### config.mk
export PLATFORM = sky130hd
export DESIGN_NAME = index_free_list_allocator_top_flat
export DESIGN_NICKNAME = d
export VERILOG_FILES = /design/src/rtl/ifla_pkg.sv /design/src/rtl/ifla_in_if.sv /design/src/rtl/ifla_out_if.sv /design/src/rtl/index_free_list_allocator_top.sv /design/src/rtl/ifla_ram.sv /design/src/rtl/ifla_ctrl.sv /design/src/rtl/ifla_datapath.sv /design/src/flat_wrapper.sv
export SDC_FILE = /design/constraint.sdc
export NUM_CORES = 2
export LEC_CHECK = 0
export BUFFER_PORTS_ARGS = -buffer_cell sky130_fd_sc_hd__buf_4
export CORE_MARGIN = 2
export CORE_UTILIZATION = 68
export DETAILED_ROUTE_END_ITERATION = 8
export HOLD_SLACK_MARGIN = 0.03
export PLACE_DENSITY_LB_ADDON = 0.12
export SKIP_LAST_GASP = 1
export SLEW_MARGIN = 10
export SYNTH_ARGS = -nofsm -noshare
export SYNTH_HDL_FRONTEND = slang
export SYNTH_SLANG_ARGS = --single-unit
export TNS_END_PERCENT = 1
### constraint.sdc
create_clock -name clk -period 29.4 [get_ports clk]
set_input_delay 4.41 -clock clk [delete_from_list [all_inputs] [get_ports clk]]
set_output_delay 4.41 -clock clk [all_outputs]
set_load 0.02 [all_outputs]
### src/rtl/ifla_pkg.sv
// ----------------------------------------------------------------------------
// ifla_pkg
// Shared constants, operation codes and controller/datapath bundles for the
// index free-list allocator.
// ----------------------------------------------------------------------------
package ifla_pkg;

  localparam int ENTRIES = 256;
  localparam int ADDR_W  = $clog2(ENTRIES);
  localparam int HOP_W   = ADDR_W + 1;
  localparam int CFG_W   = 9;
  localparam int OP_W    = 3;
  localparam int IDX_W   = 8;
  localparam int CNT_W   = 8;

  localparam logic [OP_W-1:0] OP_CLEAR = 3'd0;
  localparam logic [OP_W-1:0] OP_ALLOC = 3'd1;
  localparam logic [OP_W-1:0] OP_FREE  = 3'd2;
  localparam logic [OP_W-1:0] OP_QUERY = 3'd3;
  localparam logic [OP_W-1:0] OP_COUNT = 3'd4;

  // Commands from the controller to the datapath.
  typedef struct packed {
    logic load_item;
    logic sweep_start;
    logic sweep_write;
    logic sweep_cfg;
    logic alloc_issue;
    logic alloc_pop;
    logic set_exhausted;
    logic set_rejected;
    logic free_push;
    logic walk_start;
    logic walk_issue;
    logic walk_step;
    logic walk_hit;
    logic publish;
  } ifla_cmd_t;

  // Status from the datapath to the controller.
  typedef struct packed {
    logic [OP_W-1:0] op;
    logic            idx_bad;
    logic            head_zero;
    logic            walk_end;
    logic            walk_hit;
    logic            sweep_last;
    logic            out_free;
  } ifla_status_t;

endpackage

### src/rtl/ifla_in_if.sv
// ----------------------------------------------------------------------------
// ifla_in_if
// Request channel: operation code and slot index with valid/ready.
// ----------------------------------------------------------------------------
interface ifla_in_if import ifla_pkg::*; ();

  logic              valid;
  logic              ready;
  logic [OP_W-1:0]   operation;
  logic [IDX_W-1:0]  item_index;

  modport source (output valid, output operation, output item_index, input ready);
  modport sink   (input valid, input operation, input item_index, output ready);

endinterface

### src/rtl/ifla_out_if.sv
// ----------------------------------------------------------------------------
// ifla_out_if
// Response channel: one result per request with valid/ready.
// ----------------------------------------------------------------------------
interface ifla_out_if import ifla_pkg::*; ();

  logic              valid;
  logic              ready;
  logic [IDX_W-1:0]  granted_index;
  logic              exhausted;
  logic              alive;
  logic [CNT_W-1:0]  used_entries;
  logic              rejected;

  modport source (output valid, output granted_index, output exhausted, output alive,
                  output used_entries, output rejected, input ready);
  modport sink   (input valid, input granted_index, input exhausted, input alive,
                  input used_entries, input rejected, output ready);

endinterface

### src/rtl/index_free_list_allocator_top.sv
// ----------------------------------------------------------------------------
// index_free_list_allocator_top
// Allocator of slot indices kept on a singly linked free chain in a RAM.
// ----------------------------------------------------------------------------
// From accept to result: free, rejected and empty allocate go straight from
// decode to the result; allocate adds one dependent link RAM read, query and
// count one link RAM read per chain hop, clear a sweep over the effective
// table size n. One request is in flight at a time, so a new request is
// accepted only once the previous one is published; the result register lets
// it be accepted while the previous result waits.
// Reset is synchronous; afterwards a sweep over link RAM entries 1 to 255
// builds the full chain in the link RAM and no request is accepted until it ends.
module index_free_list_allocator_top import ifla_pkg::*; (
  input  logic             clk,
  input  logic             rst,
  input  logic             cfg_write,
  input  logic [CFG_W-1:0] cfg_data,
  ifla_in_if.sink          in_ch,
  ifla_out_if.source       out_ch
);

  ifla_cmd_t    cmd;
  ifla_status_t status;

  ifla_ctrl u_ctrl (
    .clk     (clk),
    .rst     (rst),
    .in_valid(in_ch.valid),
    .in_ready(in_ch.ready),
    .status  (status),
    .cmd     (cmd)
  );

  ifla_datapath u_datapath (
    .clk              (clk),
    .rst              (rst),
    .cfg_write        (cfg_write),
    .cfg_data         (cfg_data),
    .in_operation     (in_ch.operation),
    .in_item_index    (in_ch.item_index),
    .cmd              (cmd),
    .status           (status),
    .out_valid        (out_ch.valid),
    .out_ready        (out_ch.ready),
    .out_granted_index(out_ch.granted_index),
    .out_exhausted    (out_ch.exhausted),
    .out_alive        (out_ch.alive),
    .out_used_entries (out_ch.used_entries),
    .out_rejected     (out_ch.rejected)
  );

endmodule

### src/rtl/ifla_ram.sv
// ----------------------------------------------------------------------------
// ifla_ram
// Generic simple dual-port RAM: one write port, one read port with
// registered read data.
// ----------------------------------------------------------------------------
module ifla_ram #(
  parameter int WIDTH = 8,
  parameter int DEPTH = 256
) (
  input  logic                     clk,
  input  logic                     we,
  input  logic [$clog2(DEPTH)-1:0] waddr,
  input  logic [WIDTH-1:0]         wdata,
  input  logic [$clog2(DEPTH)-1:0] raddr,
  output logic [WIDTH-1:0]         rdata
);

  logic [WIDTH-1:0] mem [DEPTH];

  always_ff @(posedge clk) begin
    if (we) begin
      mem[waddr] <= wdata;
    end
    rdata <= mem[raddr];
  end

endmodule

### src/rtl/ifla_ctrl.sv
// ----------------------------------------------------------------------------
// ifla_ctrl
// Sequencer for the allocator: decodes each request and steps the datapath
// through sweeps, pops, pushes and chain walks.
// ----------------------------------------------------------------------------
module ifla_ctrl import ifla_pkg::*; (
  input  logic         clk,
  input  logic         rst,
  input  logic         in_valid,
  output logic         in_ready,
  input  ifla_status_t status,
  output ifla_cmd_t    cmd
);

  localparam logic [2:0] S_RST_SWEEP  = 3'd0;
  localparam logic [2:0] S_IDLE       = 3'd1;
  localparam logic [2:0] S_EXEC       = 3'd2;
  localparam logic [2:0] S_CLR_SWEEP  = 3'd3;
  localparam logic [2:0] S_ALLOC_WAIT = 3'd4;
  localparam logic [2:0] S_WALK       = 3'd5;
  localparam logic [2:0] S_WALK_WAIT  = 3'd6;
  localparam logic [2:0] S_FIN        = 3'd7;

  logic [2:0] state;
  logic [2:0] state_next;

  assign in_ready = (state == S_IDLE);

  always_ff @(posedge clk) begin
    if (rst) begin
      state <= S_RST_SWEEP;
    end else begin
      state <= state_next;
    end
  end

  always_comb begin
    cmd        = '0;
    state_next = state;
    case (state)
      S_RST_SWEEP: begin
        cmd.sweep_write = 1'b1;
        if (status.sweep_last) begin
          state_next = S_IDLE;
        end
      end
      S_IDLE: begin
        if (in_valid) begin
          cmd.load_item = 1'b1;
          state_next    = S_EXEC;
        end
      end
      S_EXEC: begin
        state_next = S_FIN;
        case (status.op)
          OP_CLEAR: begin
            cmd.sweep_start = 1'b1;
            state_next      = S_CLR_SWEEP;
          end
          OP_ALLOC: begin
            if (status.head_zero) begin
              cmd.set_exhausted = 1'b1;
            end else begin
              cmd.alloc_issue = 1'b1;
              state_next      = S_ALLOC_WAIT;
            end
          end
          OP_FREE: begin
            if (status.idx_bad) begin
              cmd.set_rejected = 1'b1;
            end else begin
              cmd.free_push = 1'b1;
            end
          end
          OP_QUERY: begin
            if (status.idx_bad) begin
              cmd.set_rejected = 1'b1;
            end else begin
              cmd.walk_start = 1'b1;
              state_next     = S_WALK;
            end
          end
          OP_COUNT: begin
            cmd.walk_start = 1'b1;
            state_next     = S_WALK;
          end
          default: begin
            state_next = S_FIN;
          end
        endcase
      end
      S_CLR_SWEEP: begin
        cmd.sweep_write = 1'b1;
        cmd.sweep_cfg   = 1'b1;
        if (status.sweep_last) begin
          state_next = S_FIN;
        end
      end
      S_ALLOC_WAIT: begin
        cmd.alloc_pop = 1'b1;
        state_next    = S_FIN;
      end
      S_WALK: begin
        if (status.walk_end) begin
          state_next = S_FIN;
        end else if (status.op == OP_QUERY && status.walk_hit) begin
          cmd.walk_hit = 1'b1;
          state_next   = S_FIN;
        end else begin
          cmd.walk_issue = 1'b1;
          state_next     = S_WALK_WAIT;
        end
      end
      S_WALK_WAIT: begin
        cmd.walk_step = 1'b1;
        state_next    = S_WALK;
      end
      S_FIN: begin
        // Hold the result until the output register is free.
        if (status.out_free) begin
          cmd.publish = 1'b1;
          state_next  = S_IDLE;
        end
      end
      default: begin
        state_next = S_IDLE;
      end
    endcase
  end

endmodule

### src/rtl/ifla_datapath.sv
// ----------------------------------------------------------------------------
// ifla_datapath
// Link memory, chain head, walk and sweep counters, size register and the
// result and output registers.
// ----------------------------------------------------------------------------
module ifla_datapath import ifla_pkg::*; (
  input  logic              clk,
  input  logic              rst,
  input  logic              cfg_write,
  input  logic [CFG_W-1:0]  cfg_data,
  input  logic [OP_W-1:0]   in_operation,
  input  logic [IDX_W-1:0]  in_item_index,
  input  ifla_cmd_t         cmd,
  output ifla_status_t      status,
  output logic              out_valid,
  input  logic              out_ready,
  output logic [IDX_W-1:0]  out_granted_index,
  output logic              out_exhausted,
  output logic              out_alive,
  output logic [CNT_W-1:0]  out_used_entries,
  output logic              out_rejected
);

  logic [CFG_W-1:0]  entries_in_use;
  logic [CFG_W-1:0]  n_eff;
  logic [ADDR_W-1:0] n_minus1;
  logic [OP_W-1:0]   op;
  logic [ADDR_W-1:0] idx;
  logic [ADDR_W-1:0] head;
  logic [ADDR_W-1:0] cur;
  logic [HOP_W-1:0]  hops;
  logic [ADDR_W-1:0] sweep_addr;
  logic [ADDR_W-1:0] sweep_limit;
  logic [ADDR_W-1:0] sweep_data;
  logic [IDX_W-1:0]  res_granted;
  logic              res_exhausted;
  logic              res_alive;
  logic              res_rejected;
  logic [CNT_W+1:0]  used_diff;
  logic [CNT_W-1:0]  used_val;
  logic              ram_we;
  logic [ADDR_W-1:0] ram_waddr;
  logic [ADDR_W-1:0] ram_wdata;
  logic [ADDR_W-1:0] ram_raddr;
  logic [ADDR_W-1:0] ram_rdata;

  // The register value is held to the range the table supports.
  always_comb begin
    if (entries_in_use < CFG_W'(2)) begin
      n_eff = CFG_W'(2);
    end else if (entries_in_use > CFG_W'(ENTRIES)) begin
      n_eff = CFG_W'(ENTRIES);
    end else begin
      n_eff = entries_in_use;
    end
  end

  assign n_minus1    = ADDR_W'(n_eff - CFG_W'(1));
  assign sweep_limit = cmd.sweep_cfg ? n_minus1 : ADDR_W'(ENTRIES - 1);
  assign sweep_data  = (sweep_addr == sweep_limit) ? '0 : sweep_addr + ADDR_W'(1);

  always_comb begin
    if (cmd.sweep_write) begin
      ram_we    = 1'b1;
      ram_waddr = sweep_addr;
      ram_wdata = sweep_data;
    end else begin
      ram_we    = cmd.free_push;
      ram_waddr = idx;
      ram_wdata = head;
    end
  end

  assign ram_raddr = cmd.walk_issue ? cur : head;

  ifla_ram #(
    .WIDTH(ADDR_W),
    .DEPTH(ENTRIES)
  ) u_link_ram (
    .clk  (clk),
    .we   (ram_we),
    .waddr(ram_waddr),
    .wdata(ram_wdata),
    .raddr(ram_raddr),
    .rdata(ram_rdata)
  );

  // Count result: table slots less one for entry 0, minus free chain length, held to [0, 255].
  assign used_diff = {1'b0, n_eff} - {1'b0, hops} - (CNT_W + 2)'(1);
  always_comb begin
    if ({1'b0, n_eff} <= {1'b0, hops} + (CFG_W + 1)'(1)) begin
      used_val = '0;
    end else if (used_diff > (CNT_W + 2)'(255)) begin
      used_val = '1;
    end else begin
      used_val = used_diff[CNT_W-1:0];
    end
  end

  // Entry 0 of the table lives in the head register; the RAM keeps the rest.
  always_ff @(posedge clk) begin
    if (rst) begin
      entries_in_use <= CFG_W'(ENTRIES);
      head           <= ADDR_W'(1);
      sweep_addr     <= ADDR_W'(1);
      out_valid      <= 1'b0;
    end else begin
      if (cfg_write) begin
        entries_in_use <= cfg_data;
      end
      if (cmd.sweep_start) begin
        head       <= ADDR_W'(1);
        sweep_addr <= ADDR_W'(1);
      end else if (cmd.sweep_write) begin
        sweep_addr <= sweep_addr + ADDR_W'(1);
      end
      if (cmd.free_push) begin
        head <= idx;
      end else if (cmd.alloc_pop) begin
        head <= ram_rdata;
      end
      if (cmd.publish) begin
        out_valid <= 1'b1;
      end else if (out_ready) begin
        out_valid <= 1'b0;
      end
    end
  end

  always_ff @(posedge clk) begin
    if (cmd.load_item) begin
      op            <= in_operation;
      idx           <= in_item_index;
      res_granted   <= '0;
      res_exhausted <= 1'b0;
      res_alive     <= 1'b0;
      res_rejected  <= 1'b0;
    end
    if (cmd.alloc_issue) begin
      res_granted <= head;
    end
    if (cmd.set_exhausted) begin
      res_exhausted <= 1'b1;
    end
    if (cmd.set_rejected) begin
      res_rejected <= 1'b1;
    end
    if (cmd.walk_start) begin
      cur       <= head;
      hops      <= '0;
      res_alive <= (op == OP_QUERY);
    end else if (cmd.walk_step) begin
      cur  <= ram_rdata;
      hops <= hops + HOP_W'(1);
    end
    if (cmd.walk_hit) begin
      res_alive <= 1'b0;
    end
    if (cmd.publish) begin
      out_granted_index <= res_granted;
      out_exhausted     <= res_exhausted;
      out_alive         <= res_alive;
      out_used_entries  <= (op == OP_COUNT) ? used_val : '0;
      out_rejected      <= res_rejected;
    end
  end

  assign status.op         = op;
  assign status.idx_bad    = (idx == '0) || ({1'b0, idx} >= n_eff);
  assign status.head_zero  = (head == '0);
  assign status.walk_end   = (cur == '0) || (hops == HOP_W'(ENTRIES));
  assign status.walk_hit   = (cur == idx);
  assign status.sweep_last = (sweep_addr == sweep_limit);
  assign status.out_free   = !out_valid || out_ready;

endmodule
### src/flat_wrapper.sv
// flat-port wrapper written by rule: the top's interface ports become plain ports
module index_free_list_allocator_top_flat import ifla_pkg::*;
  (clk, rst, cfg_write, cfg_data, in_ch_valid, in_ch_operation, in_ch_item_index, in_ch_ready, out_ch_valid, out_ch_granted_index, out_ch_exhausted, out_ch_alive, out_ch_used_entries, out_ch_rejected, out_ch_ready);
  ifla_in_if in_ch_i ();
  ifla_out_if out_ch_i ();
  input  logic clk;
  input  logic rst;
  input  logic cfg_write;
  input  logic [CFG_W-1:0] cfg_data;
  input wire logic [$bits(in_ch_i.valid)-1:0] in_ch_valid;
  input wire logic [$bits(in_ch_i.operation)-1:0] in_ch_operation;
  input wire logic [$bits(in_ch_i.item_index)-1:0] in_ch_item_index;
  output wire logic [$bits(in_ch_i.ready)-1:0] in_ch_ready;
  output wire logic [$bits(out_ch_i.valid)-1:0] out_ch_valid;
  output wire logic [$bits(out_ch_i.granted_index)-1:0] out_ch_granted_index;
  output wire logic [$bits(out_ch_i.exhausted)-1:0] out_ch_exhausted;
  output wire logic [$bits(out_ch_i.alive)-1:0] out_ch_alive;
  output wire logic [$bits(out_ch_i.used_entries)-1:0] out_ch_used_entries;
  output wire logic [$bits(out_ch_i.rejected)-1:0] out_ch_rejected;
  input wire logic [$bits(out_ch_i.ready)-1:0] out_ch_ready;
  assign in_ch_i.valid = in_ch_valid;
  assign in_ch_i.operation = in_ch_operation;
  assign in_ch_i.item_index = in_ch_item_index;
  assign in_ch_ready = in_ch_i.ready;
  assign out_ch_valid = out_ch_i.valid;
  assign out_ch_granted_index = out_ch_i.granted_index;
  assign out_ch_exhausted = out_ch_i.exhausted;
  assign out_ch_alive = out_ch_i.alive;
  assign out_ch_used_entries = out_ch_i.used_entries;
  assign out_ch_rejected = out_ch_i.rejected;
  assign out_ch_i.ready = out_ch_ready;
  index_free_list_allocator_top u_core (.clk(clk), .rst(rst), .cfg_write(cfg_write), .cfg_data(cfg_data), .in_ch(in_ch_i), .out_ch(out_ch_i));
endmodule
======== Word-level counts from Yosys, hierarchy flattened ========
Memories as Yosys holds them, arrays and structs flattened. A register that Yosys moved wholly into a read port is not among the register bits.
Index checks and enable logic that the tools add are counted.
word-level totals
  flip-flop bits (word level) ............. 87
  bits in writable memories ............... 2048
  logic and storage cells ................. 128
  memories kept ........................... 1
cells by class
  add/sub/neg operators ................... 6
  magnitude comparators ................... 5
  equal/unequal tests ..................... 18
  multiplexer cells ....................... 59
  bitwise gates (word level) .............. 1
  reductions and logical operators ........ 20
memory list
  memory                            depth  width  read ports  clocked after Yosys merged registers in  wr ports  line            source
  u_core.u_datapath.u_link_ram.mem  256    8      1           1                                        1         ifla_ram.sv:18  logic [WIDTH-1:0] mem [DEPTH];
operator list
  kind                   count
  $mux 8                 13
  $mux 1                 33
  $logic_not 8->1        3
  $pmux 3 s8             1
  $mux 9                 2
  $eq 8x8->1             2
  $eq 3x3->1 const B     5
  $mux 3                 5
  $eq 3x2->1 const B     4
  $pmux 3 s4             1
  $add 9x1->10 const B   1
  $gt 10x8->1 const B    1
  $le 9x10->1            1
  $sub 10x1->10 const B  1
  $sub 9x9->10           1
  $add 9x1->9 const B    1
  $eq 9x9->1 const B     1
  $ge 8x9->1             1
  $gt 9x9->1 const B     1
  $lt 9x2->1 const B     1
  $add 8x1->8 const B    1
  $reduce_bool 2->1      4
  $reduce_or 2->1        4
  $sub 8x1->8 const B    1
  other kinds (13)       20

======== Logic depth before layout (Yosys ltp) ========
  depth after elaboration ................. 11
  mapped depth ............................ 17
  depth with buffers taken out ............ 16

======== By module ========
From an unflattened synthesis, not the netlist that was laid out.
unflattened totals
  cell total of the unflattened synthesis .. 4326
  area total of the unflattened synthesis .. 85059.1 µm²
by module, submodules not included
  module         instances  cells an instance  area each (µm²)  sequential area each (µm²)
  ifla_ram       1          3733               79556.3          61659.1
  ifla_datapath  1          533                5096.1           2142.1
  ifla_ctrl      1          60                 406.6            60.1

======== Worst setup path before layout ========
OpenSTA, ideal clock, no wires.
  path type ............................... flip-flop to flip-flop
  from .................................... reg u_core.u_datapath.entries_in_use[2]
  to ...................................... mem u_core.u_datapath.u_link_ram.mem[0][5], data pin
  setup time .............................. 2187 ps
  data arrival time ....................... 12692 ps
  path slack .............................. 14521 ps
  cell stages (with the launch flop) ...... 13
  buffers on the path ..................... 0
  path through ............................ dfxtp_1 > nor4_1 > nand2b_1 > o311ai_0 > ha_1 > a21oi_1 > a21oi_1 > xnor2_1 > o31ai_1 > a32oi_1 > a2111o_1 > nand2_1 > o21ai_0
on the way
  cells in the longest elaborated chain, start to end .. 8
  elaborated cells on any way between the ends .. 9
ends and longest elaborated chain
  element                                   line                  source
  from (decl)                               ifla_datapath.sv:24   logic [CFG_W-1:0] entries_in_use;
  from (signal assigned)                    ifla_datapath.sv:103  entries_in_use <= CFG_W'(ENTRIES);
  from (signal assigned)                    ifla_datapath.sv:109  entries_in_use <= cfg_data;
  $gt 9x9->1                                ifla_datapath.sv:51   end else if (entries_in_use > CFG_W'(ENTRIES)) begin
  $mux 9                                    ifla_datapath.sv:51
  $mux 9 (*)                                ifla_datapath.sv:49   if (entries_in_use < CFG_W'(2)) begin
  $sub 8x1->8 (*)                           ifla_datapath.sv:58   assign n_minus1 = ADDR_W'(n_eff - CFG_W'(1));
  $mux 8 (*)                                ifla_datapath.sv:59   assign sweep_limit = cmd.sweep_cfg ? n_minus1 : ADDR_W'(ENTRIES - 1);
  $eq 8x8->1 (*)                            ifla_datapath.sv:60   assign sweep_data = (sweep_addr == sweep_limit) ? '0 : sweep_addr + ADDR_W'(1);
  $mux 8 (*)                                ifla_datapath.sv:60
  $mux 8 (*)                                ifla_datapath.sv:63   if (cmd.sweep_write) begin
  named net u_core.u_datapath.ram_wdata[5]  ifla_datapath.sv:43   logic [ADDR_W-1:0] ram_wdata;
  to (decl)                                 ifla_ram.sv:18
The timed path passes the listed nets; every way through them passes the cells marked *.

======== Final worst setup path ========
  from .................................... reg u_core.u_datapath.entries_in_use[2]
  to ...................................... mem u_core.u_datapath.u_link_ram.mem[150][3], enable pin
on the way
  cells in the longest elaborated chain, start to end .. 11
  elaborated cells on any way between the ends .. 12
ends and longest elaborated chain
  element                           line                  source
  $gt 9x9->1                        ifla_datapath.sv:51
  $mux 9                            ifla_datapath.sv:51
  $mux 9 (*)                        ifla_datapath.sv:49
  $ge 8x9->1 (*)                    ifla_datapath.sv:169  assign status.idx_bad = (idx == '0) || ({1'b0, idx} >= n_eff);
  $logic_or 1x1->1 (*)              ifla_datapath.sv:169
  $mux 1 (*)                        ifla_ctrl.sv:69       if (status.idx_bad) begin
  $mux 1 (*)                        ifla_ctrl.sv:55       case (status.op)
  $mux 4 (*)                        ifla_ctrl.sv:40       case (state)
  $mux 1 (*)                        ifla_datapath.sv:63
  $mux 1 (*)                        ifla_ram.sv:21        if (we) begin
  $mux 1 (not written as such) (*)  ifla_ram.sv:22        mem[waddr] <= wdata;
Mark *: on every way between the ends. The rest lies on a longest branch, timed or not.

==> impl_results.md <==
* Outcome: finished with violations
* Failing checks: slew limit
* Post-Synth Adder-Cell Area at 0.00463
* Commonest cells after routing, fill and taps aside: edfxtp_1 (2,094), nand2_1 (839), mux2i_1 (643)
* Post-CTS Hold Fix Bufs at 0
* Vias/cell at 6.77
* Pwr per Cell Area at 65.4 mW/mm^2
* CTS sink cnt at 2,143
* Synth-to-layout area growth at 9.99%
* CP arrival at 7.32 ns
* Crit. End Element: register
* Final antenna-violating net count at 0
* Num rows at 129
* Placed instance count at 7,097
* Post-synthesis mux area share at 0.0782
* Place WS at 22.78 ns
* Worst slew pin tran at 1.52 ns
* Max transition margin at -0.0132
* 1st-iter DRT viols at 7,612
* Total Die Area at 0.128 sq mm
* Gr ovfl total at 0
* Top-area cell type share of the netlist area at 0.737
* Final hold vios at 0
* Final #Nets at 5,722
* EDFF count, synth at 2,094
* Share of cells above drive strength 1 at 0.0870
* Skew-Pair Late Insertion Delay at 0.85 ns
* Max_cap viols at 0
* Die W at 358 um
* Final setup vio count at 0
* Fraction of registers with async set/reset at 0
* IO Port Bufs at 45
* IO Count at 46
* Antenna violations before repair at 3
* Clock Path Buffers at 3
* Via Count at 50.6k
* Startpoint Class: register
* Most common cell after layout, fill and taps aside: edfxtp_1
* CTS buffer count at 204
* Xor/xnor share of the synthesized area at 0.00503
* TNS Setup at 0 ns
* Final Cycle Share at 0.233
* Top cells by area, synth: edfxtp_1 (74%), mux2i_1 (7.6%), nand2_1 (3.7%)
* Largest family of logic cells by synthesized area: simple AND/OR/NAND/NOR gates
* Final slew viol count at 25
* Post-cts gate resize count at 0
* Synth Flop Type: edfxtp_1
* Drt wl/cell at 29.5 um
* Post-Synth Simple-Gate Area at 0.0892
* CTS HTree Levels at 4
* Largest area contributor in the netlist: edfxtp_1
* HP Class: register to register
* #FFs+latches synth at 2,143
* Seq/Total Area, Yosys at 0.749
* Worst reg-to-reg path cell count at 14
* Worst path max stage delay at 0.97 ns
* Final HPWL DP at 132,000 um
* CTS tree: done
* RSZ-0062 raised after global routing: no
* First-pass GRT wire length at 320,000 um
* Worst VDD drop at 63.4 uV
* Avg Synthesized Cell Area at 15.0 sq um
* Tmin final at 6.86 ns
* GP Congestion at 0.960
* Largest net degree at the start of global routing at 214
* Worst-path clk slew at 0.06 ns
* Cell Chain, Critical Path: nor4_1 -> nand2b_1 -> o311ai_0 -> inv_1 -> ha_1 -> nand2b_1 -> a21o_1 -> a21o_1 -> a21oi_1 -> o211ai_1 -> a211oi_2 -> or2_2 -> nand3_1 -> nor2_1
* CP max-delay cell: nor2_1
* FF/Latch Area at 0.0639 sq mm
* Setup slack after layout at 22.54 ns
* Post-Synthesis Cells at 5,677
* GRT Util Overall at 0.344
* First-pass DRT Iterations at 7
* Fill cells at 7,273
* # DRC at 0
* Distinct cells, synth at 76
* Core ar. at 0.124 sq mm
* Multi-input gate area at 0.0201 sq mm
* CTS root buf: clkbuf_16
* Non-Filler Instances at 7,476
* Crit Path Max Fanout at 20
* Net Count, Synth at 5,733
* Final Core Density at 0.756
* Starting Density at 0.687
* Max Fclk at 0.146 GHz
* Synth Area in Compound Gates at 0.0545
* Yosys warns at 0
* Post-Syn Area at 0.0853 sq mm
* Routed WL at 220,000 um
* Clock Skew at 0.0303 ns
* Worst Path Class, Setup: register to register
* Die height at 358 um
* CP required at 29.86 ns
* Post-CTS Setup Inserts at 0
* Worst hold stages at 0
* Leakage at 33.4 nW
* Vias in the first global route at 48.0k
critical path: cells and delay by family, from the launching register on:
family,cells,cell delay [ns]
AND/OR/NAND/NOR,6,3.15
adder cells (fa/ha/maj),1,0.33
AO/OA/AOI/OAI,6,2.42
flip-flops,1,0.34
buffers and inverters,1,0.23
synthesized netlist by cell type, types with 21 or more instances:
library cell / number
a21oi_1: 44
a31oi_1: 125
a32oi_1: 82
and3_1: 39
buf_1: 40
buf_2: 121
clkbuf_1: 163
dfxtp_1: 49
edfxtp_1: 2094
ha_1: 30
inv_1: 40
mux2i_1: 646
nand2_1: 840
nand2b_1: 30
nand3_1: 235
nand4_1: 66
nor2_1: 356
nor4_1: 37
o21ai_0: 32
o22ai_1: 254
o31ai_1: 21
or2_2: 26
or4_1: 33
xnor2_1: 43
sequential cells by signal (all words and copies together), names as in the netlist:
signal                               count
u_core.u_datapath.out_valid              1
u_core.u_datapath.hops                   9
u_core.u_datapath.res_rejected           1
u_core.u_datapath.res_alive              1
u_core.u_datapath.out_exhausted          1
u_core.u_datapath.u_link_ram.rdata       8
u_core.u_datapath.head                   8
u_core.u_datapath.op                     3
u_core.u_datapath.out_granted_index      8
u_core.u_datapath.cur                    8
u_core.u_datapath.u_link_ram.mem      2048
u_core.u_datapath.res_granted            8
u_core.u_datapath.out_alive              1
u_core.u_datapath.sweep_addr             8
u_core.u_datapath.idx                    8
u_core.u_datapath.out_used_entries       8
u_core.u_datapath.res_exhausted          1
u_core.u_datapath.out_rejected           1
u_core.u_ctrl.state                      3
u_core.u_datapath.entries_in_use         9
per-stage QoR:
stage | instance area [sq um] | hold slack, ns | total power, mW
after detailed placement | 87300 | 0.405 | 3.62
after global placement | 87200 | 0.406 | 3.62
final | 93800 | 0.406 | 6.14
after floorplan | 85300 | 0.400 | 3.57
after global routing | 93800 | 0.411 | 6.27
after CTS | 93800 | 0.408 | 6.14
final cells by class:
class                   instances  share of cell area
clock buffers                 254              0.0568
well taps                    1637              0.0218
multi-input cells            3147               0.214
repair buffers                129              0.0115
inverters                      41             0.00164
clock inverters               124              0.0131
flip-flops and latches       2143               0.681
diodes                          1           0.0000267
kinds of logic (layout without fill, tap and decap cells):
group,Yosys count,count (layout)
AOI/OAI and AO/OA,674,674
other,0,1
and+or+nand+nor,1730,1730
xor gates and xnor gates,49,49
buffers and inverters,387,548
adders and majority gates,31,31
muxes,663,663
DFF,2143,2143
path summary, 6_finish.rpt:
path / startpoint / endpoint / slack (ns)
setup / recovery: u_core.u_datapath.entries_in_use[2] / u_core.u_datapath.u_link_ram.mem[150][3] / 22.54
hold / removal: u_core.u_datapath.res_granted[6] / u_core.u_datapath.out_granted_index[6] / 0.41
setup reg to reg: u_core.u_datapath.entries_in_use[2] / u_core.u_datapath.u_link_ram.mem[150][3] / 22.54
hold reg to reg: u_core.u_datapath.res_granted[6] / u_core.u_datapath.out_granted_index[6] / 0.41
per-layer routing:
metal / track usage / vias to the layer above / routed length [um] / part of all wire
met4: 0.161 / 2 / 11200 / 0.051
met3: 0.0673 / 513 / 24000 / 0.11
met5: 0 / - / 13 / 0.000059
met1: 0.491 / 25079 / 83900 / 0.38
met2: 0.522 / 3238 / 101000 / 0.46
li1: - / 21775 / - / -
report_power, final:
| group | total, mW | switching (mW) | internal, mW | leakage, nW |
|---|---|---|---|---|
| sequential | 3.41 | 0.0112 | 3.39 | 18.8 |
| combinational | 0.155 | 0.129 | 0.0254 | 11.4 |
| clock | 2.58 | 1.13 | 1.44 | 3.19 |
No activity file was read; power rests on OpenSTA's default activity.
